$ cat config.mk
export PLATFORM = sky130hd
export DESIGN_NAME = cov_div
export DESIGN_NICKNAME = d
export VERILOG_FILES = /design/src/hw/rtl/cov_pkg.sv /design/src/hw/rtl/cov_div.sv
export SDC_FILE = /design/constraint.sdc
export NUM_CORES = 1
export LEC_CHECK = 0
export ABC_AREA = 1
export BUFFER_PORTS_ARGS = -buffer_cell sky130_fd_sc_hd__buf_2
export CAP_MARGIN = 10
export CORE_MARGIN = 2
export CORE_UTILIZATION = 34
export CTS_CLUSTER_SIZE = 40
export DETAILED_ROUTE_END_ITERATION = 8
export GPL_TIMING_DRIVEN = 0
export HOLD_SLACK_MARGIN = 0.08
export PLACE_DENSITY = 0.57
export SLEW_MARGIN = 25
export SYNTH_ARGS = -nofsm -noshare
export SYNTH_HDL_FRONTEND = slang
export SYNTH_SLANG_ARGS = --single-unit
$ cat constraint.sdc
create_clock -name clk_i -period 5.8 [get_ports clk_i]
set_clock_uncertainty 0.2 [all_clocks]
set_input_delay 1.16 -clock clk_i [delete_from_list [all_inputs] [get_ports clk_i]]
set_output_delay 1.16 -clock clk_i [all_outputs]
set_load 0.005 [all_outputs]
$ cat src/hw/rtl/cov_pkg.sv
// ============================================================================
// cov_pkg
// Shared types, constants and arithmetic step functions of the circle
// outline vertex generator.
// ============================================================================
`default_nettype none

package cov_pkg;

  localparam int unsigned CntW       = 13;
  localparam int unsigned StepW      = 12;
  localparam int unsigned CoordW     = 20;
  localparam int unsigned RadiusW    = 19;
  localparam int unsigned OutW       = 21;
  localparam int unsigned ProdW      = RadiusW + StepW;
  localparam int unsigned QuotW      = 20;
  localparam int unsigned RadW       = 2 * QuotW;
  localparam int unsigned RootW      = RadW / 2;
  localparam int unsigned SqRemW     = RootW + 1;
  localparam int unsigned CfgIdxW    = 3;
  localparam int unsigned DivStages  = QuotW / 2;
  localparam int unsigned SqrtStages = RootW / 2;

  typedef enum logic [CfgIdxW-1:0] {
    CFG_CENTER_X    = 3'd0,
    CFG_CENTER_Y    = 3'd1,
    CFG_RADIUS      = 3'd2,
    CFG_POINT_COUNT = 3'd3
  } cov_cfg_e;

  typedef struct packed {
    logic                    oor;
    logic [StepW-1:0]        slot_r;
    logic [CntW-1:0]         slot_l;
    logic signed [OutW-1:0]  y;
  } cov_side_t;

  typedef struct packed {
    logic [CntW-1:0] rem;
    logic            q;
  } cov_div_res_t;

  typedef struct packed {
    logic [SqRemW-1:0] rem;
    logic              q;
  } cov_sqrt_res_t;

  // one restoring division step
  function automatic cov_div_res_t div_step(logic [CntW-1:0] rem, logic nb,
                                            logic [CntW-1:0] d);
    logic [CntW:0] trial;
    cov_div_res_t  res;
    trial = {rem, nb};
    if (trial >= {1'b0, d}) begin
      res.rem = CntW'(trial - {1'b0, d});
      res.q   = 1'b1;
    end else begin
      res.rem = trial[CntW-1:0];
      res.q   = 1'b0;
    end
    return res;
  endfunction

  // one digit-by-digit square root step
  function automatic cov_sqrt_res_t sqrt_step(logic [SqRemW-1:0] rem, logic [1:0] pair,
                                              logic [RootW-1:0] root);
    logic [SqRemW+1:0] cur;
    logic [SqRemW+1:0] trial;
    cov_sqrt_res_t     res;
    cur   = {rem, pair};
    trial = {1'b0, root, 2'b01};
    if (cur >= trial) begin
      res.rem = SqRemW'(cur - trial);
      res.q   = 1'b1;
    end else begin
      res.rem = cur[SqRemW-1:0];
      res.q   = 1'b0;
    end
    return res;
  endfunction

endpackage

`default_nettype wire

$ cat src/hw/rtl/cov_div.sv
// ============================================================================
// cov_div
// Pipelined restoring divider, two quotient bits per stage.
// ============================================================================
`default_nettype none

module cov_div import cov_pkg::*; (
  input  wire logic             clk_i,
  input  wire logic             en_i,
  input  wire logic [ProdW-1:0] prod_i,
  input  wire logic [CntW-1:0]  divisor_i,
  output logic      [QuotW-1:0] quot_o
);

  logic [CntW-1:0]  rem_q [DivStages];
  logic [QuotW-1:0] low_q [DivStages];
  logic [QuotW-1:0] quo_q [DivStages];

  for (genvar s = 0; s < DivStages; s++) begin : g_stage
    logic [CntW-1:0]  rem_in;
    logic [QuotW-1:0] low_in;
    logic [QuotW-1:0] quo_in;
    cov_div_res_t     st_a;
    cov_div_res_t     st_b;

    if (s == 0) begin : g_first
      // dividend is 4 * prod, quotient fits in QuotW bits
      assign rem_in = prod_i[ProdW-1 -: CntW];
      assign low_in = {prod_i[ProdW-CntW-1:0], 2'b00};
      assign quo_in = '0;
    end else begin : g_next
      assign rem_in = rem_q[s-1];
      assign low_in = low_q[s-1];
      assign quo_in = quo_q[s-1];
    end

    always_comb begin
      st_a = div_step(rem_in, low_in[QuotW-1], divisor_i);
      st_b = div_step(st_a.rem, low_in[QuotW-2], divisor_i);
    end

    always_ff @(posedge clk_i) begin
      if (en_i) begin
        rem_q[s] <= st_b.rem;
        low_q[s] <= {low_in[QuotW-3:0], 2'b00};
        quo_q[s] <= {quo_in[QuotW-3:0], st_a.q, st_b.q};
      end
    end
  end

  assign quot_o = quo_q[DivStages-1];

endmodule

`default_nettype wire

=== After elaboration in Yosys (flattened, before gate mapping) ===
Memory sizes are Yosys's and may differ from the RTL's.
Cells that the tools add are included.

* Add/sub/neg operators: 20
* Eq/ne operators: 0
* Mux-type cells: 22
* Shift-type cells: 0
* Magnitude comparators: 20
* Multipliers: 0
* Reductions and logical operators: 0
* Bitwise gates (word level): 0
* Divide/modulo/power cells: 0

{| class="wikitable"
|+ Operators by type and width
! cell !! number
|-
| 14-bit by 13-bit >= comparator with 1-bit output || 20
|-
| 14-bit two-way mux || 20
|-
| 13-bit subtractor || 20
|-
| 1-bit two-way mux || 2
|}

* Memories kept: 3
* Output and inout port bits: 20
* Logic and storage cells: 65
* Latch bits: 0
* Memory bits (read-only): 0
* Memory bits (writable): 510
* Input bits: 46
* Flip-flop bits (word level): 0

{| class="wikitable"
|+ Memories
! memory !! depth !! bits a word !! rd ports !! clocked after memory_dff !! write ports !! RTL line !! RTL
|-
| quo_q || 10 || 20 || 10 || 0 || 10 || cov_div.sv:17 || <nowiki>logic [QuotW-1:0] quo_q [DivStages];</nowiki>
|-
| low_q || 10 || 18 || 9 || 0 || 10 || cov_div.sv:16 || <nowiki>logic [QuotW-1:0] low_q [DivStages];</nowiki>
|-
| rem_q || 10 || 13 || 9 || 0 || 10 || cov_div.sv:15 || <nowiki>logic [CntW-1:0] rem_q [DivStages];</nowiki>
|}

=== Depth between registers and ports, before layout ===
An unclocked memory read counts as a cell.

* Depth after elaboration: 5
* Gate-level depth with buffers: 29
* Gate-level depth less buffers: 27

=== Least setup slack after synthesis ===
OpenSTA, ideal clock, no wires.

* Kind: in2reg
* From: input port divisor_i[1]
* To: memory rem_q[6][3], data pin
* Setup time: 0.252 ns
* Cell stages on the path: 25
* Path buffers: 2
* Slack: 0.890 ns
* Data required time: 5.348 ns
* Arrival: 4.457 ns
* Cells stage by stage: inv_1 > fa_1 > nand3_1 > nand2_2 > nand2_1 > nand2_1 > nand2_1 > nand3_1 > buf_6 > or2_2 > nand2_1 > inv_1 > ha_1 > nand2_1 > nor2_1 > nand3_1 > o21bai_1 > inv_1 > nand2_1 > nand2_1 > nand3_1 > nor2_4 > buf_6 > nand2_1 > nand2_1

{| class="wikitable"
|+ RTL lines
! item !! RTL line !! RTL
|-
| start: declaration || cov_div.sv:11 || <nowiki>input wire logic [CntW-1:0] divisor_i,</nowiki>
|-
| end: declaration || cov_div.sv:15 ||
|}

==> results.md <==
* Sink Count at approximately 300
* Hold Buf Count CTS at 0
* Critical Path Slowest Stage Cell: buf_2
* Worst EP arrival at 5.56 ns
* Multi-input gate area in the final layout at 14,690 um^2
* Fin. Hold Viols at 0
* Core box area at 74,700 um^2
* Pin count of the biggest net entering global routing at slightly below 70
* RR Endpoint: rem_q[1][5]$_DFFE_PP_
* RR Startpoint: low_q[0][17]$_DFFE_PP_
* Number of placed instances, taps included at 4,412
* WL final at 68.34 mm
* Crit end category: register
* Final setup margin at 0.3576 ns
* Quantity of gates resized following cts at 0
* Global-route usage over all layers at between 15 and 20%
* Yosys cell types at 45
* Crit path launch type: input port
* Worst EP required at between 5 and 6 ns
* Total Neg Setup Slack at 0 ns
* CP max FO at 20
* Initial antenna violation count at 2
* Crit path launch: divisor_i[0]
* Post-Synth Simple-Gate Area at 29.59%
* Worst-path clk slew at 0.06 ns
* DR pass1 iterations at 5
* Largest family of logic cells by synthesized area: simple AND/OR/NAND/NOR gates
* Final Cycle Share at around 94%
* Register Area at 8979 um^2
* RSZ-0062 raised after global routing: false
* CTS tree: yes
* DIE HEIGHT at 279.0 um
* Crit path time final at 5.442 ns
* Share of layout cells above drive strength 1 at 8.132%
* Post-Syn Area at 25,710 um^2
* H-tree levels at 2
* Die area at between 70,000 and 80,000 um^2
* Run status: complete, no violations
* Net total in the final layout at between 3k and 4k
* Mux contribution to synthesized area at 0%
* Asr flop ratio synth at 0%
* Syn nets at around 3.7k
* Post-Synth Adder-Cell Area at 14.04%
* Hold path depth at 0
* Filler instances at 7,663
* Die width at 279.0 um
* Post-DP HPWL at between 50 and 60 mm
* Synthesis warning total at 0
* Hold Path End: low_q[1][7]$_DFFE_PP_
* Synth Area in Compound Gates at 7.749%
* Post-synth EDFFs at 299
* First-pass GRT wire length at about 110 mm
* Xor/xnor cell area share of the yosys netlist at 5.758%
* Routed wire per std cell at around 15 um
* CTS Buffer Depth at 3
* Worst slack, placed at -0.4421 ns
* Hold crit path type: reg2reg
* DRC at 0
* Non-Filler Instances at 4,486
* Sequential element share of the synthesized area at 34.93%
* Clock latency on the worst-skew pair at 0.58 ns
* Syn Inst Count at around 3.4k
* 1st-iter DRT viols at around 1.5k
* Total global routing overflow at 0
* Delay-heaviest family, CP: buffers and inverters
* Number of global-route vias before repair at 20.78k
* R2R Setup Slk at ~1.3 ns
* Antenna Cells at 0
* Initial Utilization at roughly a third
* Setup bufs post-CTS at 0
* Global placement routability congestion at 0.8878
* CP bufs+invs at 6
* Worst Reg-to-Reg Cells at 26
* Synth Flop Type: edfxtp_1
* ANT nets after route at 0
* Hold Slack at 0.2106 ns
* Commonest cells after routing, fill and taps aside: 1,177 x nand2_1, 425 x inv_1, 299 x edfxtp_1
* Delay of the slowest critical-path stage at 0.61 ns
* Syn Area/Cell at 7.637 um^2
* Routed via count at 21.83k
* Root buffer cell: clkbuf_16
* Max-cap violations at 0
* Worst-margin pin slew at 0.8442 ns
* Max-slew headroom at 43.64%
* IO buf count at 65
* Max Slew Vio Count at 0
* Max Freq at 0.1837 GHz
* Num rows at 100
* Via density at 4.866
* Commonest non-fill, non-tap cell in the layout: nand2_1
* Area growth, synth to finish at 12.70%
* Cts bufs inserted at 40
* Critical path class: in2reg
* Final setup viols at 0
* # IOs at 66
* Worst path most repeated cell: nand2_1
* Seq cells post-synth at 299
* Min-Delay Startpoint: low_q[0][5]$_DFFE_PP_
-- worst max-delay path by stage --
stage / end / slack (ns) / depth (start not counted)
5_1_grt: rem_q[1][6]$_DFFE_PP_ / 0.02 / 26
4_1_cts: rem_q[1][3]$_DFFE_PP_ / 0.15 / 25
6_report: rem_q[1][5]$_DFFE_PP_ / 0.36 / 26
3_3_place_gp: rem_q[1][3]$_DFFE_PP_ / -1.42 / 25
2_1_floorplan: rem_q[6][3]$_DFFE_PP_ / 0.89 / 25
3_5_place_dp: rem_q[1][3]$_DFFE_PP_ / -0.44 / 25
-- area by class of cell --
class | instances | share of cell area, %
flip-flops and latches | 299 | 30.99
clock buffers | 43 | 3.641
repair buffers | 77 | 2.125
inverters | 447 | 5.809
clock inverters | 31 | 1.309
plain buffers | 38 | 1.240
well taps | 969 | 4.185
multi-input cells | 2582 | 50.70
-- cell families (layout without fill, tap and decap cells) --
family,after synthesis,count (layout)
AO/OA/AOI/OAI,346,346
XOR/XNOR,169,169
buffers and inverters,485,636
AND/OR/NAND/NOR,1790,1790
flip-flops,299,299
adder cells (fa/ha/maj),277,277
-- synth_stat cells, types with 8 or more instances --
master / n / area, um^2
nor3_1: 26 / 130.1
nand3_2: 11 / 110.1
a31oi_1: 14 / 87.58
o21ai_2: 8 / 70.07
nor2_2: 8 / 50.05
inv_1: 437 / 1640
o21ai_0: 86 / 430.4
xor2_1: 70 / 613.1
o21bai_1: 20 / 150.1
edfxtp_1: 299 / 8979
o21ai_1: 8 / 40.04
fa_1: 19 / 380.4
a21oi_2: 18 / 157.7
xnor2_1: 99 / 867.1
nand4_2: 8 / 100.1
nand3_1: 217 / 1086
a21o_1: 18 / 135.1
o211ai_1: 12 / 90.09
a21oi_1: 157 / 785.8
nand2_1: 1177 / 4418
buf_2: 8 / 40.04
buf_6: 23 / 259.0
ha_1: 258 / 3228
nor2_1: 220 / 825.8
nand2_2: 8 / 50.05
inv_2: 9 / 33.78
nand4_1: 69 / 431.7
-- state kept, by name, indices dropped and copies added, names as in the netlist --
signal	flops
low_q	72
quo_q	110
rem_q	117
-- metal layers --
layer | global-route usage, % | wire [um] | up-vias
li1 | - | - | 11370
met1 | 24.24 | 32500 | 9829
met3 | 2.159 | 3394 | 113
met5 | 0 | 0 | -
met4 | 5.142 | 1805 | 0
met2 | 28.88 | 30640 | 513
-- per-stage QoR --
step | instance area, um^2 | utilization [%]
after floorplan | 25710 | -
final | 28970 | 38.78
after detailed placement | 27530 | 36.86
after CTS | 28970 | 38.78
after global routing | 28970 | 38.78
after global placement | 27240 | 36.47
Power is left out: the tool's default activity adds up to more than one toggle a clock period on the data nets, which glitch-free logic cannot reach.
