===== config.mk =====
export PLATFORM = sky130hd
export DESIGN_NAME = cov_sqrt
export DESIGN_NICKNAME = d
export VERILOG_FILES = /design/src/hw/rtl/cov_pkg.sv /design/src/hw/rtl/cov_sqrt.sv
export SDC_FILE = /design/constraint.sdc
export NUM_CORES = 1
export LEC_CHECK = 0
export BUFFER_PORTS_ARGS = -buffer_cell sky130_fd_sc_hd__buf_2
export CORE_ASPECT_RATIO = 1.25
export CORE_MARGIN = 1.5
export CORE_UTILIZATION = 65
export DETAILED_ROUTE_END_ITERATION = 8
export PLACE_DENSITY_LB_ADDON = 0.05
export SLEW_MARGIN = 25
export SYNTH_ARGS = -nofsm -noshare
export SYNTH_HDL_FRONTEND = slang
export SYNTH_SLANG_ARGS = --single-unit

===== constraint.sdc =====
create_clock -name clk_i -period 12.5 [get_ports clk_i]
set_clock_uncertainty 0.15 [all_clocks]
set_input_delay 2.5 -clock clk_i [delete_from_list [all_inputs] [get_ports clk_i]]
set_output_delay 2.5 -clock clk_i [all_outputs]
set_load 0.005 [all_outputs]

===== src/hw/rtl/cov_pkg.sv =====
// ============================================================================
// cov_pkg
// Shared types, constants and arithmetic step functions of the circle
// outline vertex generator.
// ============================================================================
`default_nettype none

package cov_pkg;

  localparam int unsigned CntW       = 13;
  localparam int unsigned StepW      = 12;
  localparam int unsigned CoordW     = 20;
  localparam int unsigned RadiusW    = 19;
  localparam int unsigned OutW       = 21;
  localparam int unsigned ProdW      = RadiusW + StepW;
  localparam int unsigned QuotW      = 20;
  localparam int unsigned RadW       = 2 * QuotW;
  localparam int unsigned RootW      = RadW / 2;
  localparam int unsigned SqRemW     = RootW + 1;
  localparam int unsigned CfgIdxW    = 3;
  localparam int unsigned DivStages  = QuotW / 2;
  localparam int unsigned SqrtStages = RootW / 2;

  typedef enum logic [CfgIdxW-1:0] {
    CFG_CENTER_X    = 3'd0,
    CFG_CENTER_Y    = 3'd1,
    CFG_RADIUS      = 3'd2,
    CFG_POINT_COUNT = 3'd3
  } cov_cfg_e;

  typedef struct packed {
    logic                    oor;
    logic [StepW-1:0]        slot_r;
    logic [CntW-1:0]         slot_l;
    logic signed [OutW-1:0]  y;
  } cov_side_t;

  typedef struct packed {
    logic [CntW-1:0] rem;
    logic            q;
  } cov_div_res_t;

  typedef struct packed {
    logic [SqRemW-1:0] rem;
    logic              q;
  } cov_sqrt_res_t;

  // one restoring division step
  function automatic cov_div_res_t div_step(logic [CntW-1:0] rem, logic nb,
                                            logic [CntW-1:0] d);
    logic [CntW:0] trial;
    cov_div_res_t  res;
    trial = {rem, nb};
    if (trial >= {1'b0, d}) begin
      res.rem = CntW'(trial - {1'b0, d});
      res.q   = 1'b1;
    end else begin
      res.rem = trial[CntW-1:0];
      res.q   = 1'b0;
    end
    return res;
  endfunction

  // one digit-by-digit square root step
  function automatic cov_sqrt_res_t sqrt_step(logic [SqRemW-1:0] rem, logic [1:0] pair,
                                              logic [RootW-1:0] root);
    logic [SqRemW+1:0] cur;
    logic [SqRemW+1:0] trial;
    cov_sqrt_res_t     res;
    cur   = {rem, pair};
    trial = {1'b0, root, 2'b01};
    if (cur >= trial) begin
      res.rem = SqRemW'(cur - trial);
      res.q   = 1'b1;
    end else begin
      res.rem = cur[SqRemW-1:0];
      res.q   = 1'b0;
    end
    return res;
  endfunction

endpackage

`default_nettype wire


===== src/hw/rtl/cov_sqrt.sv =====
// ============================================================================
// cov_sqrt
// Pipelined integer square root, two root bits per stage.
// ============================================================================
`default_nettype none

module cov_sqrt import cov_pkg::*; (
  input  wire logic            clk_i,
  input  wire logic            en_i,
  input  wire logic [RadW-1:0] rad_i,
  output logic      [RootW-1:0] root_o
);

  logic [SqRemW-1:0] rem_q  [SqrtStages];
  logic [RadW-1:0]   low_q  [SqrtStages];
  logic [RootW-1:0]  root_q [SqrtStages];

  for (genvar s = 0; s < SqrtStages; s++) begin : g_stage
    logic [SqRemW-1:0] rem_in;
    logic [RadW-1:0]   low_in;
    logic [RootW-1:0]  root_in;
    logic [RootW-1:0]  root_mid;
    cov_sqrt_res_t     st_a;
    cov_sqrt_res_t     st_b;

    if (s == 0) begin : g_first
      assign rem_in  = '0;
      assign low_in  = rad_i;
      assign root_in = '0;
    end else begin : g_next
      assign rem_in  = rem_q[s-1];
      assign low_in  = low_q[s-1];
      assign root_in = root_q[s-1];
    end

    always_comb begin
      st_a     = sqrt_step(rem_in, low_in[RadW-1 -: 2], root_in);
      root_mid = {root_in[RootW-2:0], st_a.q};
      st_b     = sqrt_step(st_a.rem, low_in[RadW-3 -: 2], root_mid);
    end

    always_ff @(posedge clk_i) begin
      if (en_i) begin
        rem_q[s]  <= st_b.rem;
        low_q[s]  <= {low_in[RadW-5:0], 4'b0000};
        root_q[s] <= {root_mid[RootW-2:0], st_b.q};
      end
    end
  end

  assign root_o = root_q[SqrtStages-1];

endmodule

`default_nettype wire


**Word-level counts from Yosys, hierarchy flattened**

Memories as Yosys holds them, arrays and structs flattened.
Cells that the tools add are included.

- Bits in writable memories: 770
- Word-level logic and storage cells: 65
- Memories: 3
- Output and inout bits: 20
- Bits in registers: 0

Memories:

| name | depth | bits a word | rd ports | clocked after Yosys merged registers in | wr ports | line | RTL |
|---|---|---|---|---|---|---|---|
| low_q | 10 | 36 | 9 | 0 | 10 | cov_sqrt.sv:15 | `logic [RadW-1:0] low_q [SqrtStages];` |
| rem_q | 10 | 21 | 9 | 0 | 10 | cov_sqrt.sv:14 | `logic [SqRemW-1:0] rem_q [SqrtStages];` |
| root_q | 10 | 20 | 10 | 0 | 10 | cov_sqrt.sv:16 | `logic [RootW-1:0] root_q [SqrtStages];` |

- Muxes and demuxes: 22
- Magnitude comparators: 20
- Add/subtract/negate cells: 20

Operators by type and width:

| cell | count |
|---|---|
| $mux 22 | 20 |
| $ge 23x22->1 | 18 |
| $sub 21x21->21 | 18 |
| $ge 23x3->1 | 1 |
| $sub 21x3->21 | 1 |
| $sub 2x1->3 const B | 1 |
| $ge 2x1->1 const B | 1 |
| $mux 1 | 2 |

**Depth between registers and ports, before layout**

Gate-level depths: netlist (run 1).
An unclocked memory read counts as a cell.

- Depth in word-level cells: 5
- Depth in mapped cells: 25

**Least setup slack after synthesis (run 1)**

No wires, ideal clock.

- Kind: register to register
- From: mem rem_q[6][2] (netlist bit)
- To: mem rem_q[7][12] (netlist bit) (data pin)
- Data required time: 12.090 ns
- Setup slack: 6.788 ns
- Stages on the path, launching flop included: 21
- Path buffers: 4
- Arrival: 5.303 ns
- Setup time: 0.260 ns
- Cell sequence: edfxtp_1 > ha_1 > a2111oi_0 > o21a_1 > nor3_1 > or3_1 > clkbuf_1 > inv_1 > clkbuf_1 > clkbuf_1 > o21ai_0 > ha_1 > inv_1 > or3_1 > or4_1 > o2111ai_1 > o211ai_1 > o21a_1 > nand4_1 > clkbuf_1 > mux2_2

RTL lines:

| element | line |
|---|---|
| start, declared | cov_sqrt.sv:14 |

==> metrics.md, run 1 <==
| Metric | Value |
|---|---|
| DRC violations left | `0` |
| Synth Flop Type | `edfxtp_1` |
| Pre-antenna DRT Iters | `5` |
| Peak Freq | `146 MHz` |
| Hold buffers post-CTS | `0` |
| Routed via count | `approximately 23,000` |
| Final Hold Viols | `0` |
| DR vias/cell | `6.42` |
| Post-Synthesis Cell Area | `0.0303 sq mm` |
| Worst rel slew slack | `32.1%` |
| Largest cells by area after synthesis | `edfxtp_1, ha_1, xnor2_1, a21oi_1, nor2_1` |
| DRT iter0 DRCs | `1,809` |
| Syn Area/Cell | `10.4 sq um` |
| Power consumption | `around 6.3 mW` |
| Max Transition Viols Final | `0` |
| Worst-Margin Slew | `between 1 and 1.5 ns` |
| Worst Path Required | `12.69 ns` |
| Number of flops mapped to enable cells by yosys | `approximately 470` |
| Status | `finished, final reports clean` |
| Clock buffer depth | `3` |
| Worst setup margin | `between 5 and 6 ns` |
| Register Area | `roughly 0.014 sq mm` |
| Flops & latches, synth | `about 470` |
| Worst skew pair latency | `0.61 ns` |
| Hold WS | `0.256 ns` |
| Clk root buf | `clkbuf_16` |
| H-tree levels | `2` |
| Placed cell count | `3,504` |
| DIE AREA | `0.0479 sq mm` |
| RSZ-0062 raised after global routing | `false` |
| GR Util All Layers | `between 30 and 40%` |
| GR Overflow Total | `0` |
| Final cell count without fillers | `3,590` |
| Core box area | `0.0460 sq mm` |
| Area Growth Syn to Fin | `7.90%` |
| Yosys warns | `0` |
| # rows | `88` |
| Multi-input logic area | `0.0152 sq mm` |
| I/O Buffers | `between 60 and 70` |
| Worst Path Max Fanout | `20` |
| Min cycle time layout | `between 6 and 7 ns` |
| Peak supply drop | `~0.15 mV` |
| Post-CTS setup buffer count | `0` |
| Initial core utilization | `65.8%` |
| Ys async rst share | `0%` |
| Worst EP arrival | `7.05 ns` |
| Tcrit/Tclk final | `between 50% and 60%` |
| Power Density | `around 190 mW/mm^2` |
| Setup TNS | `0 ns` |
| Antenna violations before repair | `0` |
| Wire length per cell | `20.6 microns` |
| Vias in the first global route | `22,300` |
| Die width | `196 microns` |
| Post-layout util | `70.9%` |
| Dpl hpwl | `55,400 microns` |
| Layout fillers | `3,342` |
| Die Ht | `about 240 microns` |
| GPL Wtd Cong | `0.976` |
| Largest net degree at the start of global routing | `179` |
| Top Ports | `62` |
| Layout cell share with drive strength beyond 1 | `8.39%` |
| Leak | `between 10 and 15 nW` |
| Critical path class | `flip-flop to flip-flop` |
| Count of cell types in the netlist | `91` |
| Top cell type's share of synthesized area | `between 40% and 50%` |
| Max-Cap Viols | `0` |
| Place WS | `about 5.5 ns` |
| Post_cts resized | `0` |
| Final-stage net count | `between 3,000 and 4,000` |
| Leading area contributor after synthesis | `edfxtp_1` |
| Most common cell after layout, fill and taps aside | `edfxtp_1` |
| Area after DPL | `between 0.03 and 0.04 sq mm` |
| Final setup viols | `0` |
| DRT antenna net count | `0` |
| Total Routed Length | `74,000 microns` |
| Sequential share of the synthesized area | `a little under half` |
| First-pass GRT wire length | `117,000 microns` |
| Worst Setup Start Kind | `flip-flop` |
| TritonCTS Buffers | `48` |
| Fin area | `0.0327 sq mm` |
| Ant diodes | `0` |
| Gate Count Post-Synth | `2,917` |
| Clk sink count | `~470` |
| CP endpoint kind | `flip-flop` |
| Hold Crit Class | `flip-flop to flip-flop` |
| Commonest non-fill, non-tap cells in the layout | `edfxtp_1, nor2_1, a21oi_1, ha_1, inv_1` |
| CTS tree | `yes` |
| Clock-pin transition on the worst setup and hold timing paths | `0.07 ns` |
## cells in the mapped netlist (all sizes together) (34+ instances only)
library cell / n
nand2b: 35
inv: 186
nor4: 37
nor3: 86
clkbuf: 54
a21o: 76
a21oi: 236
xnor2: 173
o21ai: 121
nand3: 62
mux2: 55
o21a: 39
nand4: 41
xor2: 81
nor2b: 34
edfxtp: 467
nor2: 252
nand2: 182
ha: 227
## metal layers
metal	GRT usage (%)	part of all wire (%)	up-vias
met3	3.38	5.0	164
met5	0	0	-
met2	54.7	50	827
li1	-	-	11000
met4	12.1	3.8	0
met1	38.8	41	11000
## state kept, by name, indices dropped and copies added, names as in the netlist
name    count
root_q    110
rem_q     177
low_q     180
## power breakdown
| part | internal (mW) | switching [mW] |
|---|---|---|
| clock network | 0.775 | 0.616 |
| logic | 1.13 | 1.53 |
| registers | 2.08 | 0.209 |
| total | 3.98 | 2.36 |
## path summary, 6_finish.rpt
kind                            slack [ns]      endpoint          from  cells past startpoint
worst max-delay path                  5.64   rem_q[7][6]   rem_q[6][2]                     18
worst min register to register        0.26  low_q[3][24]  low_q[2][20]                      0
worst max register to register        5.64   rem_q[7][6]   rem_q[6][2]                     18
worst min-delay path                  0.26  low_q[3][24]  low_q[2][20]                      0
## kinds of logic after synthesis
kind of cell / Yosys count / synth area share, %
xor+xnor: 254 / 7.35
compound gates: 718 / 15.4
buf+inv: 261 / 3.40
simple gates: 910 / 15.2
flops: 467 / 46.3
other cells: 1 / 0.0124
fa+ha+maj: 227 / 9.38
mux: 79 / 2.84
## critical path: stages (launching register included)
cell	delay, ns
edfxtp_1	0.40
ha_1	0.41
a2111oi_0	0.68
o21a_1	0.25
nor3_1	0.10
or3_1	0.61
inv_1	0.61
o21ai_0	0.31
ha_1	0.46
and3_1	0.23
nand2_1	0.11
or3_1	0.34
or4_1	0.43
o2111ai_1	0.14
o211ai_1	0.17
o21a_1	0.30
nand4_1	0.31
buf_6	0.24
mux2_2	0.35
## final cells by class
| class | instances | share of cell area, % |
|---|---|---|
| Tap cell | 585 | 2.24 |
| Clock buffer | 56 | 3.77 |
| Inverter | 189 | 2.17 |
| Clock inverter | 29 | 0.912 |
| Sequential cell | 467 | 42.9 |
| Multi-Input combinational cell | 2191 | 46.7 |
| Timing Repair Buffer | 73 | 1.30 |
(Power assumes the default switching activity.)
==> inputs of run 2 (changes only) <==
CORE_UTILIZATION = 58   (was 65)
clock period = 5.8 ns   (was 12.5 ns; I/O delays follow)
==> run 2 against run 1 <==
  * The flow now finishes with violations (design-rule violations)
  * Clock-buffer cell count is 2 higher
  * Total power is 120% higher
  * Wire length is 1.5% lower
  * Hold slack worse by 0.015 ns
  * Critical path type unchanged
  * Highest routed layer unchanged
==> metrics.md, run 2 (synthesized netlist as in run 1, its figures left out) <==
| Metric | Value |
|---|---|
| Status | `complete, but fails checks` |
| Failing checks | `design-rule violations` |
| TritonCTS Buffers | `48 (unchanged)` |
| Core box area | `0.0515 sq mm (+12%)` |
| Max Transition Viols Final | `0 (unchanged)` |
| Commonest non-fill, non-tap cells in the layout | `edfxtp_1, nor2_1, a21oi_1, ha_1, inv_1` |
| DR vias/cell | `6.16 (-4.0%)` |
| Worst Setup Start Kind | `flip-flop` |
| Layout cell share with drive strength beyond 1 | `10.4% (+2.0 points)` |
| Worst EP arrival | `5.76 ns (-1.29 ns)` |
| Layout fillers | `4,196 (+26%)` |
| Dpl hpwl | `55,900 microns (+0.85%)` |
| Clock-pin transition on the worst setup and hold timing paths | `0.06 ns (about the same)` |
| Clk root buf | `clkbuf_16` |
| GPL Wtd Cong | `0.992 (+1.7%)` |
| Area Growth Syn to Fin | `10.1%` |
| Critical path class | `flip-flop to flip-flop` |
| Worst Path Max Fanout | `28 (+40%)` |
| Largest stage delay, worst path | `0.48 ns (-0.20 ns)` |
| I/O Buffers | `61 (unchanged)` |
| DRC violations left | `1 (+1)` |
| GR Util All Layers | `26.8% (-4.1 points)` |
| Vias in the first global route | `22,000 (-1.4%)` |
| Max-Cap Viols | `0 (unchanged)` |
| H-tree levels | `2 (unchanged)` |
| Power Density | `414 mW/mm^2 (+110%)` |
| Wire length per cell | `19.5 microns (-5.2%)` |
| Slowest CP cell | `edfxtp_1` |
| Peak Freq | `180 MHz (+24%)` |
| Final Hold Viols | `0 (unchanged)` |
| Biggest regs | `low_q: 180 flops, rem_q: 177 flops, root_q: 110 flops` |
| Largest net degree at the start of global routing | `117 (-35%)` |
| RSZ-0062 raised after global routing | `false` |
| Min cycle time layout | `5.55 ns (-1.32 ns)` |
| Pre-antenna DRT Iters | `9 (+4)` |
| Worst Path Required | `6.01 ns (-6.68 ns)` |
| Antenna violations before repair | `0 (unchanged)` |
| DRT antenna net count | `0 (unchanged)` |
| Tcrit/Tclk final | `95.7% (+41 points)` |
| # rows | `93 (+5.7%)` |
| DIE AREA | `0.0536 sq mm (+12%)` |
| Clk sink count | `467 (unchanged)` |
| Peak supply drop | `0.302 mV (+99%)` |
| Total Routed Length | `72,900 microns (-1.5%)` |
| Worst rel slew slack | `41.5% (+9.4 points)` |
| Top reg by flops | `low_q` |
| Ant diodes | `0 (unchanged)` |
| Routed via count | `23,000 (-0.21%)` |
| Kind of cell adding the most delay to the critical path | `compound AO/OA/AOI/OAI gates` |
| Initial core utilization | `58.7% (-7.0 points)` |
| Post-layout util | `64.7% (-6.3 points)` |
| First-pass GRT wire length | `115,000 microns (-2.0%)` |
| Die width | `207 microns (+5.8%)` |
| Leak | `13.3 nW (+2.5%)` |
| Largest register FFs | `180 (unchanged)` |
| Clock buffer depth | `3 (unchanged)` |
| CTS tree | `yes` |
| DRT iter0 DRCs | `1,754 (-3.0%)` |
| Final setup viols | `0 (unchanged)` |
| Most common cell after layout, fill and taps aside | `edfxtp_1` |
| Flop2flop setup slack | `0.25 ns (-5.38 ns)` |
| GR Overflow Total | `0 (unchanged)` |
| Crit path buf inv count | `4 (+2)` |
| Final-stage net count | `3,296 (+1.8%)` |
| CP endpoint kind | `flip-flop` |
| Worst-Margin Slew | `0.878 ns (-0.141 ns)` |
| Cell Chain, Critical Path | `inv_1, ha_1, nand2_1, o21ai_0, nor2_1, o21a_1, o21bai_2, buf_8, nor2_1, or2_2, inv_1, ha_1, a21o_1, a31o_2, a21oi_1, o21ai_0, o21ba_2, o41ai_2, a21oi_1, o31ai_1, nor3_2, buf_12, mux2_2` |
| Setup TNS | `0 ns (unchanged)` |
| Top Ports | `62 (unchanged)` |
| Die Ht | `258 microns (+5.8%)` |
| Hold Crit Class | `flip-flop to flip-flop` |
| Worst skew pair latency | `0.62 ns (about the same)` |
-- run 2: final cells by class --
class                           instances  area (sq um)  share of cell area, %
Clock inverter                         31           322                  0.965
Clock buffer                           58          1240                   3.72
Inverter                              189           713                   2.14
Sequential cell                       467         14000                   42.1
Multi-Input combinational cell       2191         15300                   45.9
Timing Repair Buffer                  130           916                   2.75
Tap cell                              665           832                   2.50
-- run 2: path summary, 6_finish.rpt --
| path | startpoint | endpoint | cells after the start |
|---|---|---|---|
| worst max-delay path | root_q[7][11] | rem_q[8][10] | 23 |
| worst min-delay path | low_q[2][22] | low_q[3][26] | 0 |
| worst max register to register | root_q[7][11] | rem_q[8][10] | 23 |
| worst min register to register | low_q[2][22] | low_q[3][26] | 0 |
-- run 2: timing repair --
action,4_1_cts,5_1_grt
endpoints found under the hold margin,0,0
resized for setup,0,16
endpoints found under the setup margin,0,75
hold buffers,0,0
setup buffers,0,2
-- run 2: worst reg2reg max path, delay by kind of cell (launching register included) --
| family | cells | cell delay, ns |
|---|---|---|
| adders and majority gates | 2 | 0.65 |
| AOI/OAI and AO/OA | 11 | 2.30 |
| and+or+nand+nor | 5 | 0.74 |
| muxes | 1 | 0.37 |
| DFF | 1 | 0.48 |
| buffers and inverters | 4 | 0.63 |
-- run 2: report_power, final --
part	internal (mW)	switching, mW	total, mW
Combinational	2.52	3.28	5.80
Clock	1.72	1.34	3.07
Sequential	4.47	0.455	4.93
Total	8.72	5.08	13.8
-- run 2: per-stage QoR --
step                cells  hold WS (ns)  cell area, sq um  power (mW)  setup WS [ns]
floorplan            2919         0.250             30300        9.11         0.0875
global route         3731         0.254             33300        14.6        0.00346
detailed placement   3640         0.255             31700        10.7         0.0955
finish               3731         0.241             33300        13.8          0.252
global placement     3640         0.250             31700        10.5          0.122
CTS                  3729         0.245             33300        13.8         0.0731
-- run 2: metal layers --
| layer | GRT usage, % | share of wire, % | up-vias |
|---|---|---|---|
| met3 | 3.01 | 4.2 | 149 |
| met4 | 10.1 | 3.5 | 0 |
| met5 | 0 | 0 | - |
| li1 | - | - | 11100 |
| met1 | 33.2 | 42 | 11000 |
| met2 | 48.1 | 50 | 705 |
